==> config.mk <==
export PLATFORM = sky130hd
export DESIGN_NAME = gif_block_frame_counter_top
export DESIGN_NICKNAME = d
export VERILOG_FILES = /design/src/design/gbfc_pkg.sv /design/src/design/gif_block_frame_counter_top.sv
export SDC_FILE = /design/constraint.sdc
export NUM_CORES = 1
export LEC_CHECK = 0
export BUFFER_PORTS_ARGS = -buffer_cell sky130_fd_sc_hd__buf_4
export CAP_MARGIN = 20
export CORE_ASPECT_RATIO = 0.7
export CORE_UTILIZATION = 30
export DETAILED_ROUTE_END_ITERATION = 7
export PLACE_DENSITY_LB_ADDON = 0.05
export SLEW_MARGIN = 10
export SYNTH_ARGS = -nofsm -noshare
export SYNTH_HDL_FRONTEND = slang
export SYNTH_SLANG_ARGS = --single-unit
export TNS_END_PERCENT = 20
==> constraint.sdc <==
create_clock -name aclk -period 4.9 [get_ports aclk]
set_clock_uncertainty 0.2 [all_clocks]
set_input_delay 0.49 -clock aclk [delete_from_list [all_inputs] [get_ports aclk]]
set_output_delay 0.49 -clock aclk [all_outputs]
set_load 0.05 [all_outputs]
==> src/design/gbfc_pkg.sv <==
// Shared constants and helpers for the GIF block-structure frame counter.
// No dependencies; imported by gif_block_frame_counter_top and the testbench.
`default_nettype none

package gbfc_pkg;

    localparam int SKIP_WIDTH = 10;

    typedef logic [SKIP_WIDTH-1:0] skip_t;
    typedef logic [7:0]            byte_t;

    // Block introducers and flag bits of the GIF stream.
    localparam byte_t INTRO_TRAILER   = 8'h3b;
    localparam byte_t INTRO_EXTENSION = 8'h21;
    localparam byte_t INTRO_IMAGE     = 8'h2c;

    // Header bytes before the packed flags byte, and descriptor bytes before its flags.
    localparam skip_t HEADER_SKIP     = skip_t'(10);
    localparam skip_t IMG_DESC_SKIP   = skip_t'(8);

    typedef enum logic [1:0] {
        STATUS_TRAILER   = 2'd0,
        STATUS_CORRUPT   = 2'd1,
        STATUS_TRUNCATED = 2'd2,
        STATUS_AFTER_IMG = 2'd3
    } end_status_t;

    // Size in bytes of a color table announced by a packed flags byte.
    // Bit 7 enables the table; bits 2:0 give 2^(n+1) entries of three bytes.
    function automatic skip_t table_bytes(input byte_t flags);
        skip_t size;
        size = '0;
        if (flags[7]) begin
            size = skip_t'(6) << flags[2:0];
        end
        return size;
    endfunction

endpackage

`default_nettype wire

==> src/design/gif_block_frame_counter_top.sv <==
// Top level of the GIF block-structure frame counter: byte parser, frame counter
// and result register. Depends on gbfc_pkg.
`default_nettype none

// The block takes a GIF file on the s_ channel, one word per byte, with
// s_last_byte high on the final byte of the file. It walks the logical screen
// header, the global color table, extension blocks and image descriptors with
// their color tables and data sub-blocks, and counts the images it passes.
//
// Exactly one word leaves on the m_ channel per file: when the trailer is met,
// when an unknown introducer is seen, or when the file ends. It carries the
// frame count (saturated to 16 bits) and an end status. Bytes that follow the
// end of parsing are swallowed until a byte marked last re-arms the parser.
//
// Each byte is consumed in the cycle it is accepted; the parse state and the
// counter update in that same clock edge, and the result word appears on m_ in
// the cycle after the byte that ends parsing. Throughput is one byte per cycle
// while s_ready is high. The result sits in an output register. s_ready is high
// while that register is empty or is drained in the same cycle, so a receiver
// that stalls with a result waiting also holds off the input until that word is taken.
//
// Synchronous active-low reset puts the parser in the header phase with the
// counter at one and the output register empty.
module gif_block_frame_counter_top
    import gbfc_pkg::*;
#(
    parameter int COUNT_WIDTH = 16
) (
    input  wire logic        aclk,
    input  wire logic        aresetn,
    input  wire logic        s_valid,
    output logic             s_ready,
    input  wire logic [7:0]  s_data_byte,
    input  wire logic        s_last_byte,
    output logic             m_valid,
    input  wire logic        m_ready,
    output logic [15:0]      m_frame_total,
    output logic [1:0]       m_end_status
);

    typedef enum logic [3:0] {
        PH_HEADER      = 4'd0,
        PH_GCT_SKIP    = 4'd1,
        PH_INTRO       = 4'd2,
        PH_AFTER_IMAGE = 4'd3,
        PH_EXT_LABEL   = 4'd4,
        PH_EXT_LEN     = 4'd5,
        PH_EXT_DATA    = 4'd6,
        PH_IMG_DESC    = 4'd7,
        PH_IMG_TABLE   = 4'd8,
        PH_IMG_LEN     = 4'd9,
        PH_IMG_DATA    = 4'd10
    } phase_t;

    typedef logic [COUNT_WIDTH-1:0] count_t;

    localparam count_t COUNT_MAX   = {COUNT_WIDTH{1'b1}};
    localparam count_t COUNT_RESET = count_t'(1);

    phase_t      phase_reg, phase_next;
    skip_t       skip_reg, skip_next;
    count_t      count_reg, count_next;
    logic        finished_reg, finished_next;

    logic        m_valid_reg;
    logic [15:0] m_frame_total_reg;
    end_status_t m_end_status_reg;

    logic        accept;
    logic        emit;
    end_status_t status;
    logic        count_up, count_down, intro_en;
    skip_t       skip_dec;
    count_t      count_mid;
    logic [31:0] count_wide;

    assign s_ready = !m_valid_reg || m_ready;
    assign accept  = s_valid && s_ready;

    assign m_valid       = m_valid_reg;
    assign m_frame_total = m_frame_total_reg;
    assign m_end_status  = m_end_status_reg;

    assign skip_dec = (skip_reg != '0) ? skip_reg - skip_t'(1) : '0;

    always_comb begin
        phase_next    = phase_reg;
        skip_next     = skip_reg;
        finished_next = finished_reg;
        emit          = 1'b0;
        status        = STATUS_TRAILER;
        count_up      = 1'b0;
        count_down    = 1'b0;
        intro_en      = 1'b0;

        unique case (phase_reg)
            PH_HEADER: begin
                if (skip_reg != '0) begin
                    skip_next = skip_dec;
                end else begin
                    skip_next  = skip_t'(2) + table_bytes(s_data_byte);
                    phase_next = PH_GCT_SKIP;
                end
            end
            PH_GCT_SKIP: begin
                skip_next = skip_dec;
                if (skip_dec == '0) begin
                    phase_next = PH_INTRO;
                end
            end
            PH_AFTER_IMAGE: begin
                if (s_data_byte == INTRO_TRAILER) begin
                    emit   = 1'b1;
                    status = STATUS_TRAILER;
                end else begin
                    count_up = 1'b1;
                    intro_en = 1'b1;
                end
            end
            PH_EXT_LABEL: begin
                phase_next = PH_EXT_LEN;
            end
            PH_EXT_LEN: begin
                if (s_data_byte == 8'd0) begin
                    phase_next = PH_INTRO;
                end else begin
                    skip_next  = skip_t'(s_data_byte);
                    phase_next = PH_EXT_DATA;
                end
            end
            PH_EXT_DATA: begin
                skip_next = skip_dec;
                if (skip_dec == '0) begin
                    phase_next = PH_EXT_LEN;
                end
            end
            PH_IMG_DESC: begin
                if (skip_reg != '0) begin
                    skip_next = skip_dec;
                end else begin
                    skip_next  = table_bytes(s_data_byte) + skip_t'(1);
                    phase_next = PH_IMG_TABLE;
                end
            end
            PH_IMG_TABLE: begin
                skip_next = skip_dec;
                if (skip_dec == '0) begin
                    phase_next = PH_IMG_LEN;
                end
            end
            PH_IMG_LEN: begin
                if (s_data_byte == 8'd0) begin
                    phase_next = PH_AFTER_IMAGE;
                end else begin
                    skip_next  = skip_t'(s_data_byte);
                    phase_next = PH_IMG_DATA;
                end
            end
            PH_IMG_DATA: begin
                skip_next = skip_dec;
                if (skip_dec == '0) begin
                    phase_next = PH_IMG_LEN;
                end
            end
            default: begin
                intro_en = 1'b1;
            end
        endcase

        // Introducer decode, shared by the intro phase and the byte after an image.
        if (intro_en) begin
            priority if (s_data_byte == INTRO_TRAILER) begin
                count_down = 1'b1;
                emit       = 1'b1;
                status     = STATUS_TRAILER;
            end else if (s_data_byte == INTRO_EXTENSION) begin
                phase_next = PH_EXT_LABEL;
            end else if (s_data_byte == INTRO_IMAGE) begin
                phase_next = PH_IMG_DESC;
                skip_next  = IMG_DESC_SKIP;
            end else begin
                count_down = 1'b1;
                emit       = 1'b1;
                status     = STATUS_CORRUPT;
            end
        end

        // End of file before parsing ended on its own.
        if (!emit && s_last_byte) begin
            emit = 1'b1;
            if (phase_next == PH_AFTER_IMAGE) begin
                status = STATUS_AFTER_IMG;
            end else begin
                count_down = 1'b1;
                status     = STATUS_TRUNCATED;
            end
        end

        // Raise then lower, each saturating, in the order the parser applies them.
        count_mid  = (count_up && count_reg != COUNT_MAX) ? count_reg + count_t'(1) : count_reg;
        count_next = (count_down && count_mid != '0) ? count_mid - count_t'(1) : count_mid;

        if (emit) begin
            finished_next = 1'b1;
        end

        // A byte after the end is swallowed; the parsed values above are unused then.
        if (finished_reg) begin
            emit = 1'b0;
        end
    end

    assign count_wide = 32'(count_next);

    always_ff @(posedge aclk) begin
        if (!aresetn) begin
            phase_reg    <= PH_HEADER;
            skip_reg     <= HEADER_SKIP;
            count_reg    <= COUNT_RESET;
            finished_reg <= 1'b0;
            m_valid_reg  <= 1'b0;
        end else begin
            // A new result can only be taken in while the register is empty or draining.
            if (accept && emit) begin
                m_valid_reg <= 1'b1;
            end else if (m_ready) begin
                m_valid_reg <= 1'b0;
            end
            if (accept) begin
                if (s_last_byte) begin
                    // The final byte of a file always re-arms the parser.
                    phase_reg    <= PH_HEADER;
                    skip_reg     <= HEADER_SKIP;
                    count_reg    <= COUNT_RESET;
                    finished_reg <= 1'b0;
                end else if (!finished_reg) begin
                    phase_reg    <= phase_next;
                    skip_reg     <= skip_next;
                    count_reg    <= count_next;
                    finished_reg <= finished_next;
                end
            end
        end
    end

    // Result payload needs no reset.
    always_ff @(posedge aclk) begin
        if (accept && emit) begin
            m_frame_total_reg <= (count_wide > 32'h0000_ffff) ? 16'hffff : count_wide[15:0];
            m_end_status_reg  <= status;
        end
    end

endmodule

`default_nettype wire

# [Word-level counts from Yosys, hierarchy flattened]
# Cells that the tools add are included.
[op_classes] muxes=61 n_addsub=5 n_shift=1 magnitude_cmp=1 reduce_logical=19 eq_ne=15
[op_table] operator="$mux 10" count=14
[op_table] operator="$mux 16" count=4
[op_table] operator="$mux 4" count=12
[op_table] operator="$pmux 10 s4" count=1
[op_table] operator="$pmux 4 s8" count=1
[op_table] operator="$mux 1" count=26
[op_table] operator="$eq 8x6->1 const B" count=3
[op_table] operator="$add 16x1->16 const B" count=1
[op_table] operator="$eq 4x3->1 const B" count=4
[op_table] operator="$gt 16x16->1 const B" count=1
[op_table] operator="$ne 16x16->1 const B" count=1
[op_table] operator="$reduce_bool 16->1" count=1
[op_table] operator="$sub 16x1->16 const B" count=1
[op_table] operator="$eq 4x4->1 const B" count=3
[op_table] operator="$add 10x1->10 const B" count=1
[op_table] operator="$add 2x10->10 const A" count=1
[op_table] operator="$logic_not 10->1" count=1
[op_table] operator="$reduce_bool 10->1" count=1
[op_table] operator="$shl 3x3->10 const A" count=1
[op_table] operator="$sub 10x1->10 const B" count=1
[op_table] operator="$reduce_or 9->1" count=1
[op_table] operator="$eq 4x2->1 const B" count=2
[op_table] operator="$logic_not 8->1" count=1
[op_table] operator="$logic_and 1x1->1" count=5
[op_table] operator="other kinds (12)" count=14
[totals] regBits=50 elab_cells=109

# [Logic depth before layout (Yosys ltp)]
# Gate-level depths: netlist (run 1).
[logic_depth] depth_word=16 depth_mapped=16 mapped_depth_nobuf=15

# [Least setup slack after synthesis (run 1)]
# No wires, ideal clock.
[synth_path] path_type="input to register" startpoint="input port s_data_byte[7]" endpoint="register m_frame_total_reg[5] (netlist: m_frame_total[5]), data pin" setup_slack_ns=0.556 path_stages=16 t_arrival_ns=3.877 path_buffers=2 setup_ns=0.266 path_cell_list="clkbuf_1 > or3b_2 > o21ai_0 > nor2_1 > mux2i_1 > ha_1 > inv_1 > or3_1 > a31oi_1 > a41oi_2 > or4b_4 > o21bai_4 > buf_4 > o311a_1 > nor2_1 > xnor2_1"
[synth_between] elab_chain_len=13 elab_cells_between_ends=36 cone_classes="add/sub: 1; order compare: 1; eq/ne: 4; mux: 24; reduce/logical: 6"
[synth_rtl] item="start: declaration" line="gif_block_frame_counter_top.sv:33" source="input wire logic [7:0] s_data_byte,"
[synth_rtl] item="$logic_not 8->1 / $eq 8x6->1 (equally long branches)"
[synth_rtl] item="$mux 4, or another cell as far along" line="gif_block_frame_counter_top.sv:152" source="if (s_data_byte == 8'd0) begin"
[synth_rtl] item="$pmux 4 s8 / $mux 1 (equally long branches)" line="gif_block_frame_counter_top.sv:96" source="unique case (phase_reg)"
[synth_rtl] item="$mux 4 / $mux 1 (equally long branches)" line="gif_block_frame_counter_top.sv:178" source="end else if (s_data_byte == INTRO_IMAGE) begin"
[synth_rtl] item="$mux 4 / $mux 1 (equally long branches)" line="gif_block_frame_counter_top.sv:176" source="end else if (s_data_byte == INTRO_EXTENSION) begin"
[synth_rtl] item="$mux 4 / $mux 1 (equally long branches)" line="gif_block_frame_counter_top.sv:172" source="priority if (s_data_byte == INTRO_TRAILER) begin"
[synth_rtl] item="$mux 4 / $mux 1 (equally long branches)" line="gif_block_frame_counter_top.sv:171" source="if (intro_en) begin"
[synth_rtl] item="$eq 4x2->1 / $logic_not 1->1 (equally long branches)" line="gif_block_frame_counter_top.sv:191, gif_block_frame_counter_top.sv:189"
[synth_rtl] item="$mux 1 / $logic_and 1x1->1 (equally long branches)" line="gif_block_frame_counter_top.sv:191, gif_block_frame_counter_top.sv:189"
[synth_rtl] item="$mux 1" line="gif_block_frame_counter_top.sv:189" source="if (!emit && s_last_byte) begin"
[synth_rtl] item="$logic_and 1x1->1" line="gif_block_frame_counter_top.sv:201" source="count_next = (count_down && count_mid != '0) ? count_mid - count_t'(1) : count_mid;"
[synth_rtl] item="$mux 16 (*)" line="gif_block_frame_counter_top.sv:201"
[synth_rtl] item="via count_next[5]" line="gif_block_frame_counter_top.sv:62" source="count_t count_reg, count_next;"
[synth_rtl] item="$gt 16x16->1" line="gif_block_frame_counter_top.sv:249" source="m_frame_total_reg <= (count_wide > 32'h0000_ffff) ? 16'hffff : count_wide[15:0];"
[synth_rtl] item="end signal: assignment" line="gif_block_frame_counter_top.sv:249"
[synth_rtl] item="end: declaration" line="gif_block_frame_counter_top.sv:66" source="logic [15:0] m_frame_total_reg;"
# Mark *: on every way through the listed nets, which the timed path passes. The rest lies on a longest branch.
# A chain may end at the register's enable or synchronous reset.

# [Worst setup path in the final report (run 1)]
[layout_path] startpoint="input port s_data_byte[1]" endpoint="register count_reg[0]"
[layout_between] elab_chain_len=14 elab_cells_between_ends=37 cone_classes="add/sub: 1; eq/ne: 4; mux: 26; reduce/logical: 6"
[layout_rtl] item="$logic_not 8->1 / $eq 8x6->1 (equally long branches)"
[layout_rtl] item="$mux 4, or another cell as far along" line="gif_block_frame_counter_top.sv:152"
[layout_rtl] item="$pmux 4 s8 / $mux 1 (equally long branches)" line="gif_block_frame_counter_top.sv:96"
[layout_rtl] item="$mux 4 / $mux 1 (equally long branches)" line="gif_block_frame_counter_top.sv:178"
[layout_rtl] item="$mux 4 / $mux 1 (equally long branches)" line="gif_block_frame_counter_top.sv:176"
[layout_rtl] item="$mux 4 / $mux 1 (equally long branches)" line="gif_block_frame_counter_top.sv:172"
[layout_rtl] item="$mux 4 / $mux 1 (equally long branches)" line="gif_block_frame_counter_top.sv:171"
[layout_rtl] item="$eq 4x2->1 / $logic_not 1->1 (equally long branches)" line="gif_block_frame_counter_top.sv:191, gif_block_frame_counter_top.sv:189"
[layout_rtl] item="$mux 1 / $logic_and 1x1->1 (equally long branches)" line="gif_block_frame_counter_top.sv:191, gif_block_frame_counter_top.sv:189"
[layout_rtl] item="$mux 1" line="gif_block_frame_counter_top.sv:189"
[layout_rtl] item="$logic_and 1x1->1" line="gif_block_frame_counter_top.sv:201"
[layout_rtl] item="$mux 16 (*)" line="gif_block_frame_counter_top.sv:201"
[layout_rtl] item="via count_next[0]" line="gif_block_frame_counter_top.sv:62"
[layout_rtl] item="$mux 16 (*)" line="gif_block_frame_counter_top.sv:236" source="end else if (!finished_reg) begin"
[layout_rtl] item="$mux 16 (*)" line="gif_block_frame_counter_top.sv:230" source="if (s_last_byte) begin"
[layout_rtl] item="end signal: assignment" line="gif_block_frame_counter_top.sv:239" source="count_reg <= count_next;"
[layout_rtl] item="end: declaration" line="gif_block_frame_counter_top.sv:62"
# Mark *: on every way through the listed nets, which the timed path passes. The rest lies on a longest branch. The select of a mux whose other input is x is not followed.

==> metrics.md, run 1 <==
| Metric | Value |
|---|---|
| Status | finished clean |
| LEAKAGE | 1.79 nW |
| Core Region | 13400 sq um |
| Row Count | 35 |
| Residual DRC count | 0 |
| Total grt overflow | 0 |
| CP Max Fanout | 12 |
| Max Cap Viol | 0 |
| Syn Nets | 555 |
| Most used cell, CP | ha_1 |
| Total GRT Usage | 20.9% |
| Clock H-tree levels | 2 |
| Top Usage Layer GRT | met1 |
| Post-CTS Setup Bufs | 0 |
| Worst Setup EP | count_reg[0]$_SDFFE_PN1P_ |
| Avg Synthesized Cell Area | 7.84 sq um |
| Final non-filler cell total | 748 |
| Clk sink count | 50 |
| Post-synth EDFFs | 18 |
| I/O Pins | 33 |
| Worst path cell trace | buf_4 > ha_1 > nand4b_1 > o21ai_0 > nor2_1 > mux2i_1 > ha_1 > inv_1 > or3_1 > a31oi_1 > a41oi_2 > or4b_4 > o21bai_4 > or2_1 > xor2_1 > o32a_1 |
| Cell Pwr Density | 212 nW/um^2 |
| Initial antenna violation count | 0 |
| Fraction of layout cells with a size suffix above 1 | 14.9% |
| Cell count after synthesis | 535 |
| Clock Path Buffers | 2 |
| Largest net degree at the start of global routing | 23 |
| Met1 usage | 34.7% |
| Synth Register Bits | 50 |
| Starting Density | 31.3% |
| Via-per-instance ratio | 5.71 |
| Crit path launch type | primary input |
| Netlist cell types | 77 |
| Crit. Startpoint | s_data_byte[1] |
| P&R area growth vs syn | 15.5% |
| Drt pass-1 iters | 5 |
| Vias in the first global route | 3800 |
| Resize count post-CTS | 0 |
| Routability cong. | 0.904 |
| R2R setup slack | 0.48 ns |
| Most used DFF post-synth | dfxtp_1 |
| Max stage delay cell, worst path | or4b_4 |
| Worst VDD drop | 118 uV |
| Final setup violation count | 0 |
| Post-DP HPWL | 11200 microns |
| First-pass GRT wire length | 22700 microns |
| Total CTS buffers | 5 |
| YS warnings | 0 |
| RR Endpoint | count_reg[0]$_SDFFE_PN1P_ |
| Tightest Pin Transition | 1.04 ns |
| Setup TNS | 0 ns |
| CTS tree | built |
| Crit. End Element | flip-flop |
| Crit-path max cell delay | 0.59 ns |
| Detailed-route wire length per cell | 19.6 microns |
| Final hold viol count | 0 |
| Vias | 4270 |
| Min Tclk post-route | 4.44 ns |
| Area of the die | 14500 sq um |
| Skew-Pair Late Insertion Delay | 0.30 ns |
| Placed Instances | 740 |
| Period utilization | 90.6% |
| Synthesized area | 4190 sq um |
| RSZ-0062 raised after global routing | false |
| Hold Path Origin | aresetn |
| R2R depth | 14 |
| Reg2reg start | count_reg[11]$_SDFFE_PN0P_ |
| Final Util | 36.2% |
| Register area share after synthesis | 28.2% |
| Chip width | 143 microns |
| Clock root buffer | clkbuf_16 |
| # nets final | 582 |
| CTS Hold Bufs | 0 |
| N_diodes | 0 |
| Met2 GRT Util | 25.1% |
| Die H | 101 microns |
| Slew HR | 30.4% |
| 1st-iter DRT viols | 380 |
| Fmax | 225 MHz |
| Max-slew violations | 0 |
| Wirelength, routed | 14600 microns |
| Routed Antenna Nets | 0 |
| Grt met3 use | 5.32% |
| Port bufs | 32 |
| Post-synth ARST share | 0% |
| CP arrival | 4.48 ns |
| Hold Path Class | primary input to flip-flop |
| Clock transition at path regs | 0.07 ns |
| Critical path class | primary input to flip-flop |
| Worst EP required | 4.94 ns |
how the worst min path moves through the flow:
stage	endpoint	cells after the start
6_report	skip_reg[1]$_SDFFE_PN1P_	2
5_1_grt	skip_reg[1]$_SDFFE_PN1P_	2
4_1_cts	skip_reg[1]$_SDFFE_PN1P_	2
3_5_place_dp	finished_reg$_SDFFE_PN0P_	2
3_3_place_gp	finished_reg$_SDFFE_PN0P_	2
2_1_floorplan	finished_reg$_SDFFE_PN0P_	2
routing by layer:
metal  share of wire (%)  vias up
li1                    -     2057
met1                  57     2070
met2                  35      131
met3                 6.7       10
met4                0.66        2
met5                0.53        -
Yosys cell counts (7+ instances only):
library cell / number / area share, %
nand2_1: 47 / 4.2
and3_1: 11 / 1.6
a21o_1: 7 / 1.3
or3_1: 7 / 1.0
inv_1: 22 / 2.0
a21oi_1: 25 / 3.0
xnor2_1: 29 / 6.1
xor2_1: 9 / 1.9
nor3_1: 21 / 2.5
o21ai_0: 30 / 3.6
nand3_1: 16 / 1.9
dfxtp_1: 32 / 15
mux2i_1: 10 / 2.4
nand4_1: 12 / 1.8
a22oi_1: 9 / 1.6
nor4_1: 8 / 1.2
a22o_1: 10 / 2.1
buf_2: 8 / 0.95
ha_1: 7 / 2.1
nor2_1: 57 / 5.1
or4_1: 7 / 1.3
edfxtp_1: 18 / 13
clkbuf_1: 20 / 1.8
cell type report:
type,instances,area [sq um]
clock buffers,7,143
clock inverters,1,5.00
fillers,1464,8550
inverters,22,82.6
multi-input cells,427,2780
flip-flops and latches,50,1180
well taps,185,231
repair buffers,56,420
worst max-delay path: cells and delay by family:
family,cells,cell delay (ns)
and+or+nand+nor,5,1.76
AOI/OAI and AO/OA,5,0.93
adders and majority gates,2,0.45
muxes,1,0.35
xor gates and xnor gates,1,0.29
buffers and inverters,2,0.22
metrics by stage:
stage	hold slack (ns)	power, mW	setup slack [ns]	instance area (sq um)
after global routing	0.217	1.07	0.150	4850
after detailed placement	0.321	0.672	0.192	4700
after CTS	0.207	1.04	0.481	4850
after floorplan	0.276	0.602	0.556	4190
after global placement	0.302	0.673	0.266	4700
final	0.214	1.03	0.460	4850
power breakdown:
| group | switching (mW) | leakage (nW) | internal [mW] | total, mW |
|---|---|---|---|---|
| logic | 0.134 | 1.28 | 0.0734 | 0.208 |
| clock network | 0.157 | 0.0739 | 0.203 | 0.360 |
| registers | 0.0128 | 0.433 | 0.446 | 0.459 |
logic make-up (layout without fill, tap and decap cells):
group / Yosys count / after routing / synth area share, %
compound gates: 141 / 141 / 23.6
fa+ha+maj: 7 / 7 / 2.09
flops: 50 / 50 / 28.2
mux: 10 / 10 / 2.39
xor+xnor: 38 / 38 / 7.94
buf+inv: 58 / 86 / 5.61
simple gates: 231 / 231 / 30.2
layout by cell type, fill, tap and decap left out, types with 7 or more instances in the layout:
| cell | instances |
|---|---|
| xnor2_1 | 29 |
| a22o_1 | 10 |
| ha_1 | 7 |
| xor2_1 | 9 |
| mux2i_1 | 10 |
| buf_4 | 56 |
| nand2_1 | 47 |
| and3_1 | 11 |
| a21o_1 | 7 |
| nand4_1 | 12 |
| nor3_1 | 20 |
| edfxtp_1 | 18 |
| o21ai_0 | 30 |
| inv_1 | 22 |
| a22oi_1 | 9 |
| nor2_1 | 57 |
| a21oi_1 | 25 |
| nor4_1 | 8 |
| nand3_1 | 16 |
| or4_1 | 7 |
| dfxtp_1 | 32 |
| or3_1 | 7 |
(Power assumes the default switching activity.)
==> run 2: changes to the inputs <==
==> constraint.sdc (replaced) <==
create_clock -name aclk -period 4.9 [get_ports aclk]
set_clock_uncertainty 0.2 [all_clocks]
set_input_delay 0.735 -clock aclk [delete_from_list [all_inputs] [get_ports aclk]]
set_output_delay 0.735 -clock aclk [all_outputs]
set_load 0.05 [all_outputs]
==> run 2 against run 1 <==
Net effect: combinational power is essentially flat; fmax shrank 2.9%; worst hold slack gained 0.14 ns; sequential cell count is the same; core utilization grew 0.66 points; wire length shrank 0.17%; first-iteration DRC count grew 7.6%; critical path depth is the same.
==> metrics.md, run 2 (same netlist as run 1, synthesis figures left out) <==
| Metric | Value |
|---|---|
| Status | finished clean |
| Min Tclk post-route | 4.57 ns (+0.133 ns) |
| RR Endpoint | m_frame_total[5]$_DFFE_PP_ |
| Total CTS buffers | 5 (unchanged) |
| Starting Density | 31.3% (unchanged) |
| Worst EP required | 4.74 ns (-0.20 ns) |
| Slew HR | 32.6% (+2.2 points) |
| Drt pass-1 iters | 5 (unchanged) |
| Final hold viol count | 0 (unchanged) |
| Tightest Pin Transition | 1.00 ns (-0.0342 ns) |
| Die H | 101 microns (unchanged) |
| Vias | 4298 (+0.66%) |
| Crit path launch type | flip-flop |
| Hold Path Origin | finished_reg$_SDFFE_PN0P_ |
| RSZ-0062 raised after global routing | false |
| Worst hold stages | 2 (unchanged) |
| Critical path class | flip-flop to flip-flop |
| Total GRT Usage | 21.4% (+0.49 points) |
| Switching Fraction | 29.5% (-0.13 points) |
| Clk sink count | 50 (unchanged) |
| Flop pwr share | 45.0% (+0.3 points) |
| Max-slew violations | 0 (unchanged) |
| Largest net degree at the start of global routing | 23 (unchanged) |
| Resize count post-CTS | 0 (unchanged) |
| Routability cong. | 0.939 (+3.9%) |
| P&R area growth vs syn | 17.7% |
| Most common cell after layout, fill and taps aside | buf_4 |
| Period utilization | 93.3% (+2.7 points) |
| Clock share of power | 35.1% (about the same) |
| Commonest non-fill, non-tap cells in the layout | buf_4 (68), nor2_1 (57), nand2_1 (47) |
| Fmax | 219 MHz (-2.9%) |
| Post-layout total power | 1.03 mW (+0.42%) |
| Cell-internal power | 0.727 mW (+0.61%) |
| I/O Pins | 33 (unchanged) |
| Core Region | 13400 sq um (unchanged) |
| R2R setup slack | 0.33 ns (-0.15 ns) |
| Worst VDD drop | 120 uV (+1.9%) |
| Hold path endpoint | finished_reg$_SDFFE_PN0P_ |
| CP arrival | 4.41 ns (-0.07 ns) |
| Area of the die | 14500 sq um (unchanged) |
| Reg2reg start | count_reg[1]$_SDFFE_PN0P_ |
| Chip width | 143 microns (unchanged) |
| Crit. End Element | flip-flop |
| First-pass GRT wire length | 23300 microns (+2.7%) |
| CTS tree | built |
| 1st-iter DRT viols | 409 (+7.6%) |
| CP Max Fanout | 8 (-4) |
| # nets final | 594 (+2.1%) |
| Residual DRC count | 0 (unchanged) |
| Final setup violation count | 0 (unchanged) |
| Detailed-route wire length per cell | 19.2 microns (-1.7%) |
| Skew-Pair Late Insertion Delay | 0.30 ns (about the same) |
| R2R depth | 16 (+2) |
| N_diodes | 0 (unchanged) |
| Cell Pwr Density | 209 nW/um^2 (-1.4%) |
| Fraction of layout cells with a size suffix above 1 | 16.5% (+1.6 points) |
| Setup TNS | 0 ns (unchanged) |
| Max Cap Viol | 0 (unchanged) |
| Wirelength, routed | 14600 microns (-0.17%) |
| Vias in the first global route | 3956 (+4.1%) |
| Hold Path Class | flip-flop to flip-flop |
| Clock root buffer | clkbuf_16 |
| Port bufs | 32 (unchanged) |
| Initial antenna violation count | 0 (unchanged) |
| Clock H-tree levels | 2 (unchanged) |
| Post-DP HPWL | 11100 microns (-0.55%) |
| Clock transition at path regs | 0.07 ns (about the same) |
| CTS Hold Bufs | 0 (unchanged) |
| Switch Pwr | 0.304 mW (about the same) |
| Via-per-instance ratio | 5.66 (-0.93%) |
| Row Count | 35 (unchanged) |
| Clock Path Buffers | 2 (unchanged) |
| Total grt overflow | 0 (unchanged) |
| Comb power frac | 19.9% (-0.3 points) |
| Routed Antenna Nets | 0 (unchanged) |
| LEAKAGE | 1.83 nW (+2.8%) |
run 2: worst max path at each step:
stage                                   start                     endpoint  slack, ns  depth (start not counted)
finish              count_reg[1]$_SDFFE_PN0P_   m_frame_total[5]$_DFFE_PP_       0.33                         16
global route        count_reg[1]$_SDFFE_PN0P_   m_frame_total[5]$_DFFE_PP_        0.1                         16
CTS                 count_reg[1]$_SDFFE_PN0P_    count_reg[1]$_SDFFE_PN0P_       0.25                         15
detailed placement             s_data_byte[6]    count_reg[1]$_SDFFE_PN0P_      -0.01                         15
global placement               s_data_byte[6]  m_frame_total[13]$_DFFE_PP_       0.14                         15
floorplan                      s_data_byte[7]   m_frame_total[5]$_DFFE_PP_       0.31                         16
run 2: cell type report:
class | count | area [sq um]
Fill cell | 1442 | 8470
Multi-Input combinational cell | 427 | 2780
Sequential cell | 50 | 1180
Timing Repair Buffer | 68 | 510
Tap cell | 185 | 231
Clock buffer | 8 | 146
Inverter | 22 | 82.6
run 2: per-layer routing:
layer	global-route usage [%]	up-vias	wire length, microns
met5	0	-	0
met4	3.76	0	121
met3	5.80	10	1230
met2	26.2	145	5240
met1	35.3	2076	8010
li1	-	2067	-
run 2: critical path: stages (launching register included):
cell and delay [ns]:
dfxtp_1 0.51, ha_1 0.26, nand4_1 0.22, nor4_2 0.41, nor2_1 0.19, mux2i_1 0.24
ha_1 0.22, inv_1 0.07, or3_1 0.30, a31oi_1 0.18, a41oi_2 0.09, or4b_4 0.60
o21bai_4 0.22, buf_4 0.18, o311a_1 0.20, nor2_1 0.07, xnor2_1 0.14
run 2: repair_timing:
item | 4_1_cts | 5_1_grt
setup buffers | 0 | 5
setup endpoints to repair | 0 | 3
endpoints found under the hold margin | 0 | 0
run 2: power groups by stage:
stage	registers (mW)	clock network, mW	logic, mW
after floorplan	0.488	0	0.113
after global placement	0.472	0	0.200
after detailed placement	0.472	0	0.199
after CTS	0.463	0.374	0.199
after global routing	0.465	0.389	0.225
final	0.464	0.362	0.205
run 2: metrics by stage:
step | worst slack (ns) | utilization (%) | cells | hold WS [ns] | area, sq um
after floorplan | 0.311 | - | 535 | 0.276 | 4190
after global placement | 0.144 | 35.5 | 747 | 0.302 | 4750
after detailed placement | -0.0141 | 35.5 | 747 | 0.333 | 4750
after CTS | 0.249 | 36.5 | 755 | 0.351 | 4900
after global routing | 0.0952 | 36.8 | 760 | 0.389 | 4930
final | 0.327 | 36.8 | 760 | 0.357 | 4930
==> run 3: changes to the inputs <==
--- a/config.mk
+++ b/config.mk
@@ -9,6 +9,7 @@
 export CAP_MARGIN = 20
 export CORE_ASPECT_RATIO = 0.7
 export CORE_UTILIZATION = 30
+export CTS_BUF_LIST = sky130_fd_sc_hd__clkbuf_4
 export DETAILED_ROUTE_END_ITERATION = 7
 export PLACE_DENSITY_LB_ADDON = 0.05
 export SLEW_MARGIN = 10
==> run 3 against run 2 <==
Net effect: worst setup slack worse by 0.024 ns; design area is 1.8% lower; global-route usage hardly changed; power is 15% lower; largest power group unchanged.
==> metrics.md, run 3 (same netlist as run 1, synthesis figures left out) <==
| Metric | Value |
|---|---|
| Status | finished clean |
| Commonest non-fill, non-tap cells in the layout | buf_4 (68), nor2_1 (57), nand2_1 (47) |
| Worst EP required | 4.85 ns (+0.11 ns) |
| Pre-CTS WS | -0.0141 ns (unchanged) |
| Post-DP HPWL | 11100 microns (unchanged) |
| Worst path cell trace | ha_1 > nand4_1 > nor4_2 > nor2_1 > mux2i_1 > ha_1 > inv_1 > or3_1 > a31oi_1 > a41oi_2 > or4b_4 > o21bai_4 > buf_4 > o311a_1 > nor2_1 > xnor2_1 |
| Slew HR | 30.2% (-2.3 points) |
| CTS Hold Bufs | 0 (unchanged) |
| Core Region | 13400 sq um (unchanged) |
| Routed Antenna Nets | 0 (unchanged) |
| 1st-iter DRT viols | 360 (-12%) |
| Detailed-route wire length per cell | 19.2 microns (-0.21%) |
| Fraction of layout cells with a size suffix above 1 | 16.7% (+0.17 points) |
| Max stage delay cell, worst path | or4b_4 |
| Hold Path Class | flip-flop to flip-flop |
| R2R depth | 16 (unchanged) |
| Post-CTS Setup Bufs | 0 (unchanged) |
| Via-per-instance ratio | 5.63 (-0.49%) |
| CTS tree | built |
| Min Tclk post-route | 4.60 ns (+0.0235 ns) |
| Total grt overflow | 0 (unchanged) |
| P&R area growth vs syn | 15.5% |
| Fmax | 218 MHz (-0.51%) |
| Row Count | 35 (unchanged) |
| First-pass GRT wire length | 23300 microns (+0.18%) |
| CP Max Fanout | 8 (unchanged) |
| Cell Pwr Density | 181 nW/um^2 (-13%) |
| Residual DRC count | 0 (unchanged) |
| Final hold viol count | 0 (unchanged) |
| Routability cong. | 0.939 (unchanged) |
| Final non-filler cell total | 760 (unchanged) |
| Total GRT Usage | 21.4% (-0.031 points) |
| Area of the die | 14500 sq um (unchanged) |
| Clock Path Buffers | 2 (unchanged) |
| Wirelength, routed | 14600 microns (-0.21%) |
| Clock root buffer | clkbuf_4 |
| Crit. End Element | flip-flop |
| Worst VDD drop | 99.6 uV (-17%) |
| N_diodes | 0 (unchanged) |
| Placed Instances | 747 (unchanged) |
| Post-layout total power | 0.876 mW (-15%) |
| LEAKAGE | 1.80 nW (-2.0%) |
| Port bufs | 32 (unchanged) |
| Vias | 4277 (-0.49%) |
| Resize count post-CTS | 0 (unchanged) |
| Starting Density | 31.3% (unchanged) |
| Worst hold stages | 2 (unchanged) |
| Stages on worst setup path | 16 (unchanged) |
| PnR worst setup slack | 0.303 ns (-0.0235 ns) |
| Most common cell after layout, fill and taps aside | buf_4 |
| Max Cap Viol | 0 (unchanged) |
| Clock transition at path regs | 0.15 ns (+0.08 ns) |
| Chip width | 143 microns (unchanged) |
| Bufs and invs on worst path | 2 (unchanged) |
| Max-slew violations | 0 (unchanged) |
| Die H | 101 microns (unchanged) |
| Largest net degree at the start of global routing | 23 (unchanged) |
| Clk sink count | 50 (unchanged) |
| Drt pass-1 iters | 5 (unchanged) |
| Crit-path max cell delay | 0.60 ns (about the same) |
| I/O Pins | 33 (unchanged) |
| Total CTS buffers | 5 (unchanged) |
| Period utilization | 93.8% (+0.48 points) |
| Clock H-tree levels | 2 (unchanged) |
| RSZ-0062 raised after global routing | false |
| Tightest Pin Transition | 1.04 ns (+0.0348 ns) |
| Crit path launch type | flip-flop |
| Final setup violation count | 0 (unchanged) |
| Design area | 4840 sq um (-1.8%) |
| Critical path class | flip-flop to flip-flop |
| Skew-Pair Late Insertion Delay | 0.39 ns (+0.09 ns) |
| CP arrival | 4.54 ns (+0.13 ns) |
| # nets final | 594 (unchanged) |
| CP delay by family, top | simple AND/OR/NAND/NOR gates |
| Vias in the first global route | 3966 (+0.25%) |
| Initial antenna violation count | 0 (unchanged) |
| Placed cell areas | 4750 sq um (unchanged) |
run 3: changes by cell type in the layout (fill, tap and decap cells not counted):
| cell | delta |
|---|---|
| clkbuf_8 | -1 |
| clkbuf_1 | -2 |
| clkinv_1 | +1 |
| clkbuf_4 | +7 |
| clkbuf_16 | -5 |
run 3: worst reg2reg max path, stage by stage, from the launching register on:
cell and delay, ns:
dfxtp_1 0.53, ha_1 0.26, nand4_1 0.22, nor4_2 0.40, nor2_1 0.19, mux2i_1 0.26, ha_1 0.24, inv_1 0.07
or3_1 0.30, a31oi_1 0.18, a41oi_2 0.09, or4b_4 0.60, o21bai_4 0.22, buf_4 0.18, o311a_1 0.21, nor2_1 0.07
xnor2_1 0.14
run 3: layer usage:
| metal | global-route usage (%) | up-vias | routed length, microns |
|---|---|---|---|
| li1 | - | 2067 | - |
| met1 | 35.3 | 2063 | 8000 |
| met2 | 26.5 | 139 | 5240 |
| met3 | 5.80 | 8 | 1220 |
| met4 | 3.03 | 0 | 113 |
| met5 | 0 | - | 0 |
run 3: worst paths after layout:
check | startpoint | endpoint | slack (ns)
setup / recovery | count_reg[1]$_SDFFE_PN0P_ | m_frame_total[5]$_DFFE_PP_ | 0.30
hold / removal | finished_reg$_SDFFE_PN0P_ | finished_reg$_SDFFE_PN0P_ | 0.37
setup reg to reg | count_reg[1]$_SDFFE_PN0P_ | m_frame_total[5]$_DFFE_PP_ | 0.30
hold reg to reg | finished_reg$_SDFFE_PN0P_ | finished_reg$_SDFFE_PN0P_ | 0.37
run 3: where the power goes:
part	total [mW]	leakage (nW)	internal [mW]	switching [mW]
Clock	0.207	0.0338	0.0667	0.141
Sequential	0.464	0.433	0.446	0.0174
Combinational	0.205	1.33	0.0766	0.129
Total	0.876	1.80	0.589	0.287
run 3: through the flow:
stage,hold WS (ns),setup TNS (ns),utilization [%]
final,0.374,0,36.2
after global routing,0.377,0,36.2
after CTS,0.369,0,35.9
after detailed placement,0.333,-0.0141,35.5
after global placement,0.302,0,35.5
after floorplan,0.276,0,-
run 3: layout make-up:
cell class	instances	area, sq um
Fill cell	1449	8560
Tap cell	185	231
Timing Repair Buffer	68	510
Clock inverter	1	3.75
Inverter	22	82.6
Clock buffer	7	52.6
Sequential cell	50	1180
Multi-Input combinational cell	427	2780
